`config.mk`:
```
export PLATFORM = sky130hd
export DESIGN_NAME = vario_tone_sequencer_unit_flat
export DESIGN_NICKNAME = d
export VERILOG_FILES = /design/src/hw/rtl/vts_pkg.sv /design/src/hw/rtl/vts_sample_if.sv /design/src/hw/rtl/vts_result_if.sv /design/src/hw/rtl/vts_cfg_if.sv /design/src/hw/rtl/vts_cfg_regs.sv /design/src/hw/rtl/vario_tone_sequencer_unit.sv /design/src/flat_wrapper.sv
export SDC_FILE = /design/constraint.sdc
export NUM_CORES = 2
export LEC_CHECK = 0
export BUFFER_PORTS_ARGS = -buffer_cell sky130_fd_sc_hd__buf_2
export CAP_MARGIN = 5
export CORE_UTILIZATION = 45
export CTS_BUF_LIST = sky130_fd_sc_hd__clkbuf_4 sky130_fd_sc_hd__clkbuf_8
export DETAILED_ROUTE_END_ITERATION = 8
export GPL_TIMING_DRIVEN = 0
export MAX_ROUTING_LAYER = met4
export PLACE_DENSITY = 0.61
export SYNTH_ARGS = -nofsm -noshare
export SYNTH_HDL_FRONTEND = slang
export SYNTH_SLANG_ARGS = --single-unit
export TNS_END_PERCENT = 50
```
`constraint.sdc`:
```
create_clock -name clk -period 10.6 [get_ports clk]
set_clock_uncertainty 0.05 [all_clocks]
set_input_delay 1.06 -clock clk [delete_from_list [all_inputs] [get_ports clk]]
set_output_delay 1.06 -clock clk [all_outputs]
set_load 0.005 [all_outputs]
```
`src/hw/rtl/vts_pkg.sv`:
```
`default_nettype none

package vts_pkg;

	typedef enum logic [1:0] {
		MODE_IDLE  = 2'd0,
		MODE_CLIMB = 2'd1,
		MODE_SINK  = 2'd2
	} mode_t;

	typedef enum logic [1:0] {
		PAT_ON_FIRST  = 2'd0,
		PAT_GAP_SHORT = 2'd1,
		PAT_ON_SECOND = 2'd2,
		PAT_GAP_LONG  = 2'd3
	} pat_step_t;

	typedef enum logic [3:0] {
		REG_CLIMB_START   = 4'd0,
		REG_CLIMB_STOP    = 4'd1,
		REG_SINK_START    = 4'd2,
		REG_SINK_STOP     = 4'd3,
		REG_CLIMB_BASE_HZ = 4'd4,
		REG_CLIMB_GAIN    = 4'd5,
		REG_SINK_BASE_HZ  = 4'd6,
		REG_SINK_ENABLE   = 4'd7
	} cfg_reg_t;

	localparam int CfgIdxW  = 4;
	localparam int CfgDataW = 12;

	typedef struct packed {
		logic [8:0]         climb_start;
		logic [8:0]         climb_stop;
		logic signed [10:0] sink_start;
		logic signed [10:0] sink_stop;
		logic [11:0]        climb_base_hz;
		logic [9:0]         climb_gain;
		logic [10:0]        sink_base_hz;
		logic               sink_enable;
	} cfg_t;

	localparam cfg_t CfgReset = '{
		climb_start:   9'd20,
		climb_stop:    9'd8,
		sink_start:    -11'sd60,
		sink_stop:     -11'sd20,
		climb_base_hz: 12'd1100,
		climb_gain:    10'd280,
		sink_base_hz:  11'd240,
		sink_enable:   1'b1
	};

	// register clamp limits
	localparam logic [8:0]         ClimbStartMin = 9'd15;
	localparam logic [8:0]         ClimbStartMax = 9'd500;
	localparam logic [8:0]         ClimbStopMin  = 9'd5;
	localparam logic [8:0]         ClimbStopGap  = 9'd3;
	localparam logic signed [10:0] SinkStartMin  = -11'sd800;
	localparam logic signed [10:0] SinkStartMax  = -11'sd40;
	localparam logic signed [10:0] SinkStopMax   = -11'sd1;
	localparam logic [11:0]        BaseHzMin     = 12'd400;
	localparam logic [11:0]        BaseHzMax     = 12'd2500;
	localparam logic [9:0]         GainMin       = 10'd50;
	localparam logic [9:0]         GainMax       = 10'd1000;
	localparam logic [10:0]        SinkHzMin     = 11'd150;
	localparam logic [10:0]        SinkHzMax     = 11'd1200;

	// mode entry counters
	localparam logic [7:0] ClimbEnterCnt = 8'd4;
	localparam logic [7:0] SinkEnterCnt  = 8'd5;
	localparam logic [7:0] CntMax        = 8'd255;

	// climb tone shaping
	localparam logic [15:0] SpeedClipMax  = 16'd800;
	localparam logic [15:0] PeriodBase    = 16'd36000;
	localparam logic [15:0] PeriodSlope   = 16'd55;
	localparam logic [15:0] PeriodKnee    = 16'd27000;
	localparam logic [8:0]  PeriodMin     = 9'd90;
	localparam logic [6:0]  OnBase        = 7'd55;
	localparam logic [6:0]  OnMax         = 7'd80;
	localparam logic [8:0]  ClimbOffReset = 9'd180;
	localparam logic [6:0]  ClimbOnReset  = 7'd60;

	// divide by 100 and by 25 through reciprocals
	localparam logic [20:0] RecipHundredHi = 21'd1342178;
	localparam int          RecipHundredHiShift = 27;
	localparam logic [15:0] RecipHundredLo = 16'd41944;
	localparam int          RecipHundredLoShift = 22;
	localparam logic [10:0] RecipTwentyFive = 11'd1311;
	localparam int          RecipTwentyFiveShift = 15;

	// sink pattern segment lengths, ms
	localparam logic [31:0] SinkOnMs       = 32'd85;
	localparam logic [31:0] SinkShortGapMs = 32'd70;
	localparam logic [31:0] SinkLongGapMs  = 32'd260;

endpackage

`default_nettype wire

```
`src/hw/rtl/vts_sample_if.sv`:
```
`default_nettype none

interface vts_sample_if;
	logic               valid;
	logic               ready;
	logic signed [15:0] speed_cms;
	logic [31:0]        now_ms;

	modport source (output valid, output speed_cms, output now_ms, input ready);
	modport sink (input valid, input speed_cms, input now_ms, output ready);
endinterface

`default_nettype wire

```
`src/hw/rtl/vts_result_if.sv`:
```
`default_nettype none

interface vts_result_if;
	logic        valid;
	logic        ready;
	logic        beep_on;
	logic [13:0] beep_hz;
	logic [1:0]  mode_now;

	modport source (output valid, output beep_on, output beep_hz, output mode_now, input ready);
	modport sink (input valid, input beep_on, input beep_hz, input mode_now, output ready);
endinterface

`default_nettype wire

```
`src/hw/rtl/vts_cfg_if.sv`:
```
`default_nettype none

interface vts_cfg_if;
	logic                         valid;
	logic                         ready;
	logic [vts_pkg::CfgIdxW-1:0]  index;
	logic [vts_pkg::CfgDataW-1:0] data;

	modport source (output valid, output index, output data, input ready);
	modport sink (input valid, input index, input data, output ready);
endinterface

`default_nettype wire

```
`src/hw/rtl/vts_cfg_regs.sv`:
```
`default_nettype none

module vts_cfg_regs (
	input  wire logic          clk,
	input  wire logic          arst_n,
	vts_cfg_if.sink            cfg,
	output vts_pkg::cfg_t      regs
);

	vts_pkg::cfg_t regs_q;
	vts_pkg::cfg_t raw;
	vts_pkg::cfg_t clamped;
	logic          hit;
	logic [8:0]    stop_hi;

	assign cfg.ready = 1'b1;
	assign regs      = regs_q;

	always_comb begin
		raw = regs_q;
		hit = 1'b1;
		case (cfg.index)
			vts_pkg::REG_CLIMB_START:   raw.climb_start   = cfg.data[8:0];
			vts_pkg::REG_CLIMB_STOP:    raw.climb_stop    = cfg.data[8:0];
			vts_pkg::REG_SINK_START:    raw.sink_start    = $signed(cfg.data[10:0]);
			vts_pkg::REG_SINK_STOP:     raw.sink_stop     = $signed(cfg.data[10:0]);
			vts_pkg::REG_CLIMB_BASE_HZ: raw.climb_base_hz = cfg.data[11:0];
			vts_pkg::REG_CLIMB_GAIN:    raw.climb_gain    = cfg.data[9:0];
			vts_pkg::REG_SINK_BASE_HZ:  raw.sink_base_hz  = cfg.data[10:0];
			vts_pkg::REG_SINK_ENABLE:   raw.sink_enable   = cfg.data[0];
			default:                    hit = 1'b0;
		endcase
	end

	// clamp in list order, stop levels against the new start levels
	always_comb begin
		clamped = raw;
		if (raw.climb_start < vts_pkg::ClimbStartMin) begin
			clamped.climb_start = vts_pkg::ClimbStartMin;
		end else if (raw.climb_start > vts_pkg::ClimbStartMax) begin
			clamped.climb_start = vts_pkg::ClimbStartMax;
		end
		stop_hi = clamped.climb_start - vts_pkg::ClimbStopGap;
		if (raw.climb_stop < vts_pkg::ClimbStopMin) begin
			clamped.climb_stop = vts_pkg::ClimbStopMin;
		end else if (raw.climb_stop > stop_hi) begin
			clamped.climb_stop = stop_hi;
		end
		if (raw.sink_start < vts_pkg::SinkStartMin) begin
			clamped.sink_start = vts_pkg::SinkStartMin;
		end else if (raw.sink_start > vts_pkg::SinkStartMax) begin
			clamped.sink_start = vts_pkg::SinkStartMax;
		end
		if (raw.sink_stop < clamped.sink_start) begin
			clamped.sink_stop = clamped.sink_start;
		end else if (raw.sink_stop > vts_pkg::SinkStopMax) begin
			clamped.sink_stop = vts_pkg::SinkStopMax;
		end
		if (raw.climb_base_hz < vts_pkg::BaseHzMin) begin
			clamped.climb_base_hz = vts_pkg::BaseHzMin;
		end else if (raw.climb_base_hz > vts_pkg::BaseHzMax) begin
			clamped.climb_base_hz = vts_pkg::BaseHzMax;
		end
		if (raw.climb_gain < vts_pkg::GainMin) begin
			clamped.climb_gain = vts_pkg::GainMin;
		end else if (raw.climb_gain > vts_pkg::GainMax) begin
			clamped.climb_gain = vts_pkg::GainMax;
		end
		if (raw.sink_base_hz < vts_pkg::SinkHzMin) begin
			clamped.sink_base_hz = vts_pkg::SinkHzMin;
		end else if (raw.sink_base_hz > vts_pkg::SinkHzMax) begin
			clamped.sink_base_hz = vts_pkg::SinkHzMax;
		end
	end

	always_ff @(posedge clk or negedge arst_n) begin
		if (!arst_n) begin
			regs_q <= vts_pkg::CfgReset;
		end else if (cfg.valid && cfg.ready && hit) begin
			regs_q <= clamped;
		end
	end

`ifndef NO_ASSERTIONS
	a_climb_hyst: assert property (@(posedge clk) disable iff (!arst_n)
		regs_q.climb_stop <= regs_q.climb_start - vts_pkg::ClimbStopGap)
		else $error("climb stop level above start minus gap");

	a_sink_hyst: assert property (@(posedge clk) disable iff (!arst_n)
		regs_q.sink_stop >= regs_q.sink_start)
		else $error("sink stop level below sink start");

	a_ignored_index: assert property (@(posedge clk) disable iff (!arst_n)
		cfg.valid && cfg.ready && !hit |=> $stable(regs_q))
		else $error("write to unknown index changed registers");
`endif

endmodule

`default_nettype wire

```
`src/hw/rtl/vario_tone_sequencer_unit.sv`:
```
`default_nettype none

// Variometer tone sequencer. Each sample request carries a vertical speed in cm/s and a ms
// timestamp; each one yields exactly one result with the tone flag, the tone frequency and
// the mode (idle, climb, sink). One sample is taken every clock while results are accepted: a
// sample register feeds single-pass compare and multiply logic that writes the result
// register. While a result waits, one more sample can still be taken into the sample
// register; the input stalls only once that register is also held. Configuration writes
// are taken every cycle (ready is held high) and are clamped when written; they are meant
// to happen only while no sample is in flight.

module vario_tone_sequencer_unit (
	input  wire logic     clk,
	input  wire logic     arst_n,
	vts_sample_if.sink    sample,
	vts_result_if.source  result,
	vts_cfg_if.sink       cfg
);

	vts_pkg::cfg_t      regs;

	// sample stage
	logic               valid_s1;
	logic signed [15:0] speed_s1;
	logic [31:0]        now_s1;
	logic [9:0]         clip_s1;
	logic [15:0]        c55_s1;
	logic [19:0]        prod_s1;

	logic [9:0]         clip_in;
	logic               accept;
	logic               adv;

	// state
	vts_pkg::mode_t     mode_q;
	vts_pkg::pat_step_t step_q;
	logic               beeping_q;
	logic [13:0]        freq_q;
	logic [31:0]        seg_start_q;
	logic [6:0]         on_time_q;
	logic [8:0]         off_time_q;
	logic [7:0]         climb_cnt_q;
	logic [7:0]         sink_cnt_q;

	// result register
	logic               res_valid_q;
	logic               res_beep_q;
	logic [13:0]        res_hz_q;
	vts_pkg::mode_t     res_mode_q;

	// climb tone math
	logic [40:0]        freq_prod;
	logic [15:0]        per_x;
	logic [31:0]        per_prod;
	logic [20:0]        on_prod;
	logic [5:0]         cdiv25;
	logic [13:0]        freq_c;
	logic [8:0]         period_c;
	logic [6:0]         on_c;
	logic [8:0]         off_c;

	// next state
	logic               climb_hit;
	logic               sink_hit;
	logic               climb_exit;
	logic               sink_exit;
	logic signed [16:0] speed_x;
	vts_pkg::mode_t     mode_n;
	vts_pkg::pat_step_t step_n;
	logic               beeping_n;
	logic [13:0]        freq_n;
	logic [31:0]        seg_n;
	logic [6:0]         on_n;
	logic [8:0]         off_n;
	logic [7:0]         climb_cnt_n;
	logic [7:0]         sink_cnt_n;
	logic [31:0]        elapsed;

	vts_cfg_regs u_cfg (
		.clk    (clk),
		.arst_n (arst_n),
		.cfg    (cfg),
		.regs   (regs)
	);

	// handshake
	assign adv          = valid_s1 && (!res_valid_q || result.ready);
	assign sample.ready = !valid_s1 || adv;
	assign accept       = sample.valid && sample.ready;

	assign result.valid    = res_valid_q;
	assign result.beep_on  = res_beep_q;
	assign result.beep_hz  = res_hz_q;
	assign result.mode_now = res_mode_q;

	// speed clipped to the climb range on entry
	always_comb begin
		if (sample.speed_cms[15]) begin
			clip_in = 10'd0;
		end else if (sample.speed_cms > $signed(vts_pkg::SpeedClipMax)) begin
			clip_in = vts_pkg::SpeedClipMax[9:0];
		end else begin
			clip_in = sample.speed_cms[9:0];
		end
	end

	always_ff @(posedge clk or negedge arst_n) begin
		if (!arst_n) begin
			valid_s1 <= 1'b0;
		end else if (accept) begin
			valid_s1 <= 1'b1;
		end else if (adv) begin
			valid_s1 <= 1'b0;
		end
	end

	always_ff @(posedge clk) begin
		if (accept) begin
			speed_s1 <= sample.speed_cms;
			now_s1   <= sample.now_ms;
			clip_s1  <= clip_in;
			c55_s1   <= 16'(16'(clip_in) * vts_pkg::PeriodSlope);
			prod_s1  <= 20'(clip_in) * 20'(regs.climb_gain);
		end
	end

	// pitch and cadence
	assign freq_prod = 41'(prod_s1) * 41'(vts_pkg::RecipHundredHi);
	assign freq_c    = 14'(regs.climb_base_hz) + freq_prod[40:vts_pkg::RecipHundredHiShift];
	assign per_x     = vts_pkg::PeriodBase - c55_s1;
	assign per_prod  = per_x * vts_pkg::RecipHundredLo;
	assign period_c  = (c55_s1 > vts_pkg::PeriodKnee) ? vts_pkg::PeriodMin
		: per_prod[vts_pkg::RecipHundredLoShift+8:vts_pkg::RecipHundredLoShift];
	assign on_prod   = 21'(clip_s1) * 21'(vts_pkg::RecipTwentyFive);
	assign cdiv25    = on_prod[vts_pkg::RecipTwentyFiveShift+5:vts_pkg::RecipTwentyFiveShift];
	assign on_c      = (vts_pkg::OnBase + 7'(cdiv25) > vts_pkg::OnMax) ? vts_pkg::OnMax
		: vts_pkg::OnBase + 7'(cdiv25);
	assign off_c     = period_c - 9'(on_c);

	// level compares
	assign speed_x    = {speed_s1[15], speed_s1};
	assign climb_hit  = speed_x >= $signed({8'd0, regs.climb_start});
	assign climb_exit = speed_x <= $signed({8'd0, regs.climb_stop});
	assign sink_hit   = regs.sink_enable
		&& (speed_x <= $signed({{6{regs.sink_start[10]}}, regs.sink_start}));
	assign sink_exit  = speed_x >= $signed({{6{regs.sink_stop[10]}}, regs.sink_stop});

	always_comb begin
		mode_n      = mode_q;
		step_n      = step_q;
		beeping_n   = beeping_q;
		freq_n      = freq_q;
		seg_n       = seg_start_q;
		on_n        = on_time_q;
		off_n       = off_time_q;
		climb_cnt_n = climb_cnt_q;
		sink_cnt_n  = sink_cnt_q;

		case (mode_q)
			vts_pkg::MODE_IDLE: begin
				if (climb_hit) begin
					climb_cnt_n = (climb_cnt_q == vts_pkg::CntMax) ? climb_cnt_q
						: climb_cnt_q + 8'd1;
				end else begin
					climb_cnt_n = 8'd0;
				end
				if (sink_hit) begin
					sink_cnt_n = (sink_cnt_q == vts_pkg::CntMax) ? sink_cnt_q
						: sink_cnt_q + 8'd1;
				end else begin
					sink_cnt_n = 8'd0;
				end
				if (climb_cnt_n >= vts_pkg::ClimbEnterCnt) begin
					mode_n = vts_pkg::MODE_CLIMB;
				end else if (sink_cnt_n >= vts_pkg::SinkEnterCnt) begin
					mode_n = vts_pkg::MODE_SINK;
				end
			end
			vts_pkg::MODE_CLIMB: begin
				if (climb_exit) mode_n = vts_pkg::MODE_IDLE;
			end
			default: begin
				if (sink_exit) mode_n = vts_pkg::MODE_IDLE;
			end
		endcase

		// mode change restarts the sequence
		if (mode_n != mode_q) begin
			beeping_n   = 1'b0;
			freq_n      = 14'd0;
			step_n      = vts_pkg::PAT_ON_FIRST;
			seg_n       = now_s1;
			climb_cnt_n = 8'd0;
			sink_cnt_n  = 8'd0;
			if (mode_n == vts_pkg::MODE_CLIMB) off_n = 9'd0;
		end

		elapsed = now_s1 - seg_n;

		case (mode_n)
			vts_pkg::MODE_IDLE: begin
				freq_n    = 14'd0;
				beeping_n = 1'b0;
			end
			vts_pkg::MODE_CLIMB: begin
				if (beeping_n) begin
					if (elapsed >= 32'(on_n)) begin
						beeping_n = 1'b0;
						off_n     = off_c;
						seg_n     = now_s1;
					end
				end else if (elapsed >= 32'(off_n)) begin
					beeping_n = 1'b1;
					freq_n    = freq_c;
					on_n      = on_c;
					seg_n     = now_s1;
				end
			end
			default: begin
				case (step_n)
					vts_pkg::PAT_ON_FIRST: begin
						if (!beeping_n) begin
							beeping_n = 1'b1;
							freq_n    = 14'(regs.sink_base_hz);
							seg_n     = now_s1;
						end else if (elapsed >= vts_pkg::SinkOnMs) begin
							beeping_n = 1'b0;
							step_n    = vts_pkg::PAT_GAP_SHORT;
							seg_n     = now_s1;
						end
					end
					vts_pkg::PAT_GAP_SHORT: begin
						if (elapsed >= vts_pkg::SinkShortGapMs) begin
							beeping_n = 1'b1;
							freq_n    = 14'(regs.sink_base_hz);
							step_n    = vts_pkg::PAT_ON_SECOND;
							seg_n     = now_s1;
						end
					end
					vts_pkg::PAT_ON_SECOND: begin
						if (elapsed >= vts_pkg::SinkOnMs) begin
							beeping_n = 1'b0;
							step_n    = vts_pkg::PAT_GAP_LONG;
							seg_n     = now_s1;
						end
					end
					default: begin
						if (elapsed >= vts_pkg::SinkLongGapMs) begin
							step_n = vts_pkg::PAT_ON_FIRST;
							seg_n  = now_s1;
						end
					end
				endcase
			end
		endcase
	end

	always_ff @(posedge clk or negedge arst_n) begin
		if (!arst_n) begin
			mode_q      <= vts_pkg::MODE_IDLE;
			step_q      <= vts_pkg::PAT_ON_FIRST;
			beeping_q   <= 1'b0;
			freq_q      <= 14'd0;
			seg_start_q <= 32'd0;
			on_time_q   <= vts_pkg::ClimbOnReset;
			off_time_q  <= vts_pkg::ClimbOffReset;
			climb_cnt_q <= 8'd0;
			sink_cnt_q  <= 8'd0;
		end else if (adv) begin
			mode_q      <= mode_n;
			step_q      <= step_n;
			beeping_q   <= beeping_n;
			freq_q      <= freq_n;
			seg_start_q <= seg_n;
			on_time_q   <= on_n;
			off_time_q  <= off_n;
			climb_cnt_q <= climb_cnt_n;
			sink_cnt_q  <= sink_cnt_n;
		end
	end

	always_ff @(posedge clk or negedge arst_n) begin
		if (!arst_n) begin
			res_valid_q <= 1'b0;
		end else if (adv) begin
			res_valid_q <= 1'b1;
		end else if (result.ready) begin
			res_valid_q <= 1'b0;
		end
	end

	always_ff @(posedge clk) begin
		if (adv) begin
			res_beep_q <= beeping_n;
			res_hz_q   <= freq_n;
			res_mode_q <= mode_n;
		end
	end

`ifndef NO_ASSERTIONS
	a_idle_counts: assert property (@(posedge clk) disable iff (!arst_n)
		mode_q == vts_pkg::MODE_IDLE |->
			climb_cnt_q < vts_pkg::ClimbEnterCnt && sink_cnt_q < vts_pkg::SinkEnterCnt)
		else $error("idle with an entry counter at its threshold");

	a_active_counts: assert property (@(posedge clk) disable iff (!arst_n)
		mode_q != vts_pkg::MODE_IDLE |-> climb_cnt_q == 8'd0 && sink_cnt_q == 8'd0)
		else $error("entry counters running outside idle");

	a_pattern_sink: assert property (@(posedge clk) disable iff (!arst_n)
		mode_q != vts_pkg::MODE_SINK |-> step_q == vts_pkg::PAT_ON_FIRST)
		else $error("sink pattern advanced outside sink mode");

	a_idle_silent: assert property (@(posedge clk) disable iff (!arst_n)
		res_valid_q && res_mode_q == vts_pkg::MODE_IDLE |-> !res_beep_q && res_hz_q == 14'd0)
		else $error("tone reported in idle");
`endif

endmodule

`default_nettype wire
```
`src/flat_wrapper.sv`:
```
// flat-port wrapper written by rule: the top's interface ports become plain ports
module vario_tone_sequencer_unit_flat 
  (clk, arst_n, sample_valid, sample_speed_cms, sample_now_ms, sample_ready, result_valid, result_beep_on, result_beep_hz, result_mode_now, result_ready, cfg_valid, cfg_index, cfg_data, cfg_ready);
  vts_sample_if sample_i ();
  vts_result_if result_i ();
  vts_cfg_if cfg_i ();
  input  wire logic clk;
  input  wire logic arst_n;
  input wire logic [$bits(sample_i.valid)-1:0] sample_valid;
  input wire logic [$bits(sample_i.speed_cms)-1:0] sample_speed_cms;
  input wire logic [$bits(sample_i.now_ms)-1:0] sample_now_ms;
  output wire logic [$bits(sample_i.ready)-1:0] sample_ready;
  output wire logic [$bits(result_i.valid)-1:0] result_valid;
  output wire logic [$bits(result_i.beep_on)-1:0] result_beep_on;
  output wire logic [$bits(result_i.beep_hz)-1:0] result_beep_hz;
  output wire logic [$bits(result_i.mode_now)-1:0] result_mode_now;
  input wire logic [$bits(result_i.ready)-1:0] result_ready;
  input wire logic [$bits(cfg_i.valid)-1:0] cfg_valid;
  input wire logic [$bits(cfg_i.index)-1:0] cfg_index;
  input wire logic [$bits(cfg_i.data)-1:0] cfg_data;
  output wire logic [$bits(cfg_i.ready)-1:0] cfg_ready;
  assign sample_i.valid = sample_valid;
  assign sample_i.speed_cms = sample_speed_cms;
  assign sample_i.now_ms = sample_now_ms;
  assign sample_ready = sample_i.ready;
  assign result_valid = result_i.valid;
  assign result_beep_on = result_i.beep_on;
  assign result_beep_hz = result_i.beep_hz;
  assign result_mode_now = result_i.mode_now;
  assign result_i.ready = result_ready;
  assign cfg_i.valid = cfg_valid;
  assign cfg_i.index = cfg_index;
  assign cfg_i.data = cfg_data;
  assign cfg_ready = cfg_i.ready;
  vario_tone_sequencer_unit u_core (.clk(clk), .arst_n(arst_n), .sample(sample_i), .result(result_i), .cfg(cfg_i));
endmodule
```
==> metrics.md <==
| Metric | Value |
|---|---|
| Status | `finished clean` |
| Seq/Total Area, Yosys | `20.14%` |
| Full die area | `82,000 µm²` |
| Sum Neg Setup Slack | `0 ns` |
| Die H | `286.4 µm` |
| Synth-to-Final Area Change | `8.108%` |
| Layout cells sized above 1 | `7.429%` |
| Total grt overflow | `0` |
| CP most frequent cell | `ha_1` |
| Commonest non-fill, non-tap cell in the layout | `ha_1` |
| First-pass GRT wire length | `157.4 mm` |
| Num CTS Buffers | `51` |
| Register area | `7328 µm²` |
| Drt drc | `0` |
| Vias/cell | `5.615` |
| Count of warnings emitted by yosys | `0` |
| Final #Nets | `5,056` |
| WP data required | `11.05 ns` |
| Syn nets | `4,917` |
| Final Critical Period | `9.887 ns` |
| Main synth FF type | `dfrtp_1` |
| Final setup fails | `0` |
| Largest cells by area after synthesis | `ha_1 21%, fa_1 18%, edfxtp_1 9.1%` |
| Max-Cap Viols | `0` |
| CTS Root Cell | `clkbuf_8` |
| Crit end category | `flop` |
| Max frequency | `0.1011 GHz` |
| Area of the multi-input gates | `26,420 µm²` |
| Vias in the first global route | `28,710` |
| I/O pin cnt | `89` |
| Asr flop ratio synth | `59.11%` |
| Post_cts resized | `0` |
| First-pass DRT Iterations | `6` |
| Syn Inst Count | `3,911` |
| Core area | `79,520 µm²` |
| Commonest cells after routing, fill and taps aside | `610 x ha_1, 560 x inv_1, 327 x fa_1, 315 x nand2_1, 230 x o21ai_0` |
| TritonCTS clock tree | `built` |
| Postcts setup bufs | `0` |
| Clock Tree Buf Depth | `3` |
| Initial antenna violation count | `3` |
| Finished Cell Area | `39,340 µm²` |
| # rows | `103` |
| Drt total wl | `97.30 mm` |
| CP Data Arrival Time | `10.34 ns` |
| CTS sink count | `269` |
| Post-route ant nets | `0` |
| Slew headroom | `28.92%` |
| Dpl hpwl | `77.26 mm` |
| Yosys reg bits | `269` |
| IO Port Bufs | `82` |
| Pin count of the biggest net entering global routing | `100` |
| FILL cells | `7,593` |
| Tightest Hold Check Type | `primary input to async pin` |
| Mapped Avg Cell Area | `9.304 µm²` |
| Post-synth top area share | `20.98%` |
| Kind of critical path | `flop to flop` |
| Final hold violation count | `0` |
| Vias after detailed routing | `28,890` |
| Clk pin slew, worst setup/hold paths | `0.07 ns` |
| Initial Utilization | `45.76%` |
| Dpl cell area | `38,210 µm²` |
| Post-synth EDFFs | `110` |
| RR Endpoint | `u_core.seg_start_q[8]` |
| Yosys top cell by area | `ha_1` |
| Slew @ Worst Pin | `1.066 ns` |
| Crit Reg-Reg Startpoint | `u_core.u_cfg.regs[44]` |
| DR iter-0 viols | `2,012` |
| Synth Cell Area | `36,390 µm²` |
| Global-route usage over all layers | `24.92%` |
| Worst reg-to-reg setup slack | `0.71 ns` |
| CP peak stage delay | `0.55 ns` |
| Fin crit share | `93.28%` |
| Hold buffer count at cts | `0` |
| Pins Over Slew Limit | `0` |
| Clk_lat worst skew | `0.67 ns` |
| R2r worst-path depth | `36` |
| CP Launch Type | `flop` |
| Min Hold Slack | `0.2909 ns` |
| Die width | `286.4 µm` |
| Number of library cell types mapped by synthesis | `109` |
| Wire per inst | `18.92 µm` |
| RSZ-0062 raised after global routing | `false` |
| Crit Path Max Fanout | `10` |
| RD Place Congestion | `0.9563` |
| Max stage delay cell, worst path | `or4b_1` |
| H-tree depth | `2` |
Yosys cell counts (11+ instances only):
cell / instances
nor3_1: 52
nand2b_1: 44
o21ai_0: 230
o21bai_1: 35
a211o_1: 20
o31ai_1: 19
mux2i_1: 45
o21ai_1: 24
a211oi_1: 52
dfrtp_1: 122
ha_1: 610
mux2_2: 17
nand4_1: 18
edfxtp_1: 110
or3_1: 13
a21o_1: 57
a22o_1: 26
inv_1: 560
nand2_1: 315
and2_1: 59
o22ai_1: 16
xor2_1: 44
o211ai_1: 16
a21boi_0: 15
a31oi_1: 21
nor2_1: 179
o21a_1: 18
clkbuf_1: 127
fa_1: 327
and3_1: 52
a21oi_1: 186
nor2b_1: 43
a22oi_1: 12
or2_2: 12
nand3_1: 62
a31o_2: 11
nor4_1: 18
dfstp_2: 37
o32ai_1: 11
xnor2_1: 85
how the worst max path moves through the flow:
stage,start,to,slack (ns),cells after the start
2_1_floorplan,u_core.c55_s1[0],u_core.off_time_q[8],2.09,33
3_3_place_gp,u_core.u_cfg.regs[44],u_core.result.beep_hz[5],0.20,33
3_5_place_dp,u_core.u_cfg.regs[55],u_core.result.beep_hz[10],0.25,33
4_1_cts,u_core.u_cfg.regs[44],u_core.result.beep_hz[10],0.17,33
5_1_grt,u_core.u_cfg.regs[44],u_core.seg_start_q[9],0.12,36
6_report,u_core.u_cfg.regs[44],u_core.seg_start_q[8],0.71,36
cell type report:
cell class              instances  share of cell area, %
clock inverters                26                 0.6266
repair buffers                 86                  1.260
inverters                     560                  5.344
multi-input cells            2941                  67.15
clock buffers                  69                  2.176
plain buffers                 141                  1.460
flip-flops and latches        269                  18.63
well taps                    1050                  3.340
diodes                          2                0.01272
sequential cells by signal, indices dropped and copies added, names as in the netlist, 2 cells and up:
name	cells
u_core.on_time_q	7
u_core.step_q	2
u_core.off_time_q	9
u_core.climb_cnt_q	8
u_core.freq_q	14
u_core.seg_start_q	32
u_core.sink_cnt_q	8
u_core.now_s1	32
u_core.c55_s1	16
u_core.u_cfg.regs	74
u_core.result.beep_hz	14
u_core.clip_s1	9
u_core.prod_s1	20
u_core.mode_q	2
u_core.result.mode_now	2
u_core.speed_s1	16
worst max-delay path: cells and delay by family, from the launching register on:
| family | cells | cell delay (ns) |
|---|---|---|
| AO/OA/AOI/OAI | 13 | 2.96 |
| buffers and inverters | 8 | 2.20 |
| multiplexers | 2 | 0.77 |
| adder cells (fa/ha/maj) | 4 | 1.25 |
| flip-flops | 1 | 0.52 |
| AND/OR/NAND/NOR | 9 | 1.93 |
metrics by stage:
| step | setup slack [ns] | utilization, % | instances |
|---|---|---|---|
| after floorplan | 2.090 | - | 3911 |
| after global placement | 0.2017 | 47.93 | 5043 |
| after detailed placement | 0.2488 | 48.05 | 5046 |
| after CTS | 0.1741 | 49.44 | 5141 |
| after global routing | 0.1209 | 49.47 | 5143 |
| final | 0.7128 | 49.47 | 5144 |
cells by family after synthesis:
family          share of synthesized area, %
xor+xnor                               3.150
other cells                          0.02064
compound gates                         16.08
mux                                    1.836
simple gates                           12.36
fa+ha+maj                              39.08
flops                                  20.14
buf+inv                                7.338
layer usage:
layer,GRT usage (%),wire length [µm]
met1,34.16,44590
met2,39.30,44890
met3,2.838,5565
met4,6.136,2249
met5,-,0
Power is not shown: default switching activity piles up to over one toggle a cycle in this logic, so the estimate is an artifact.
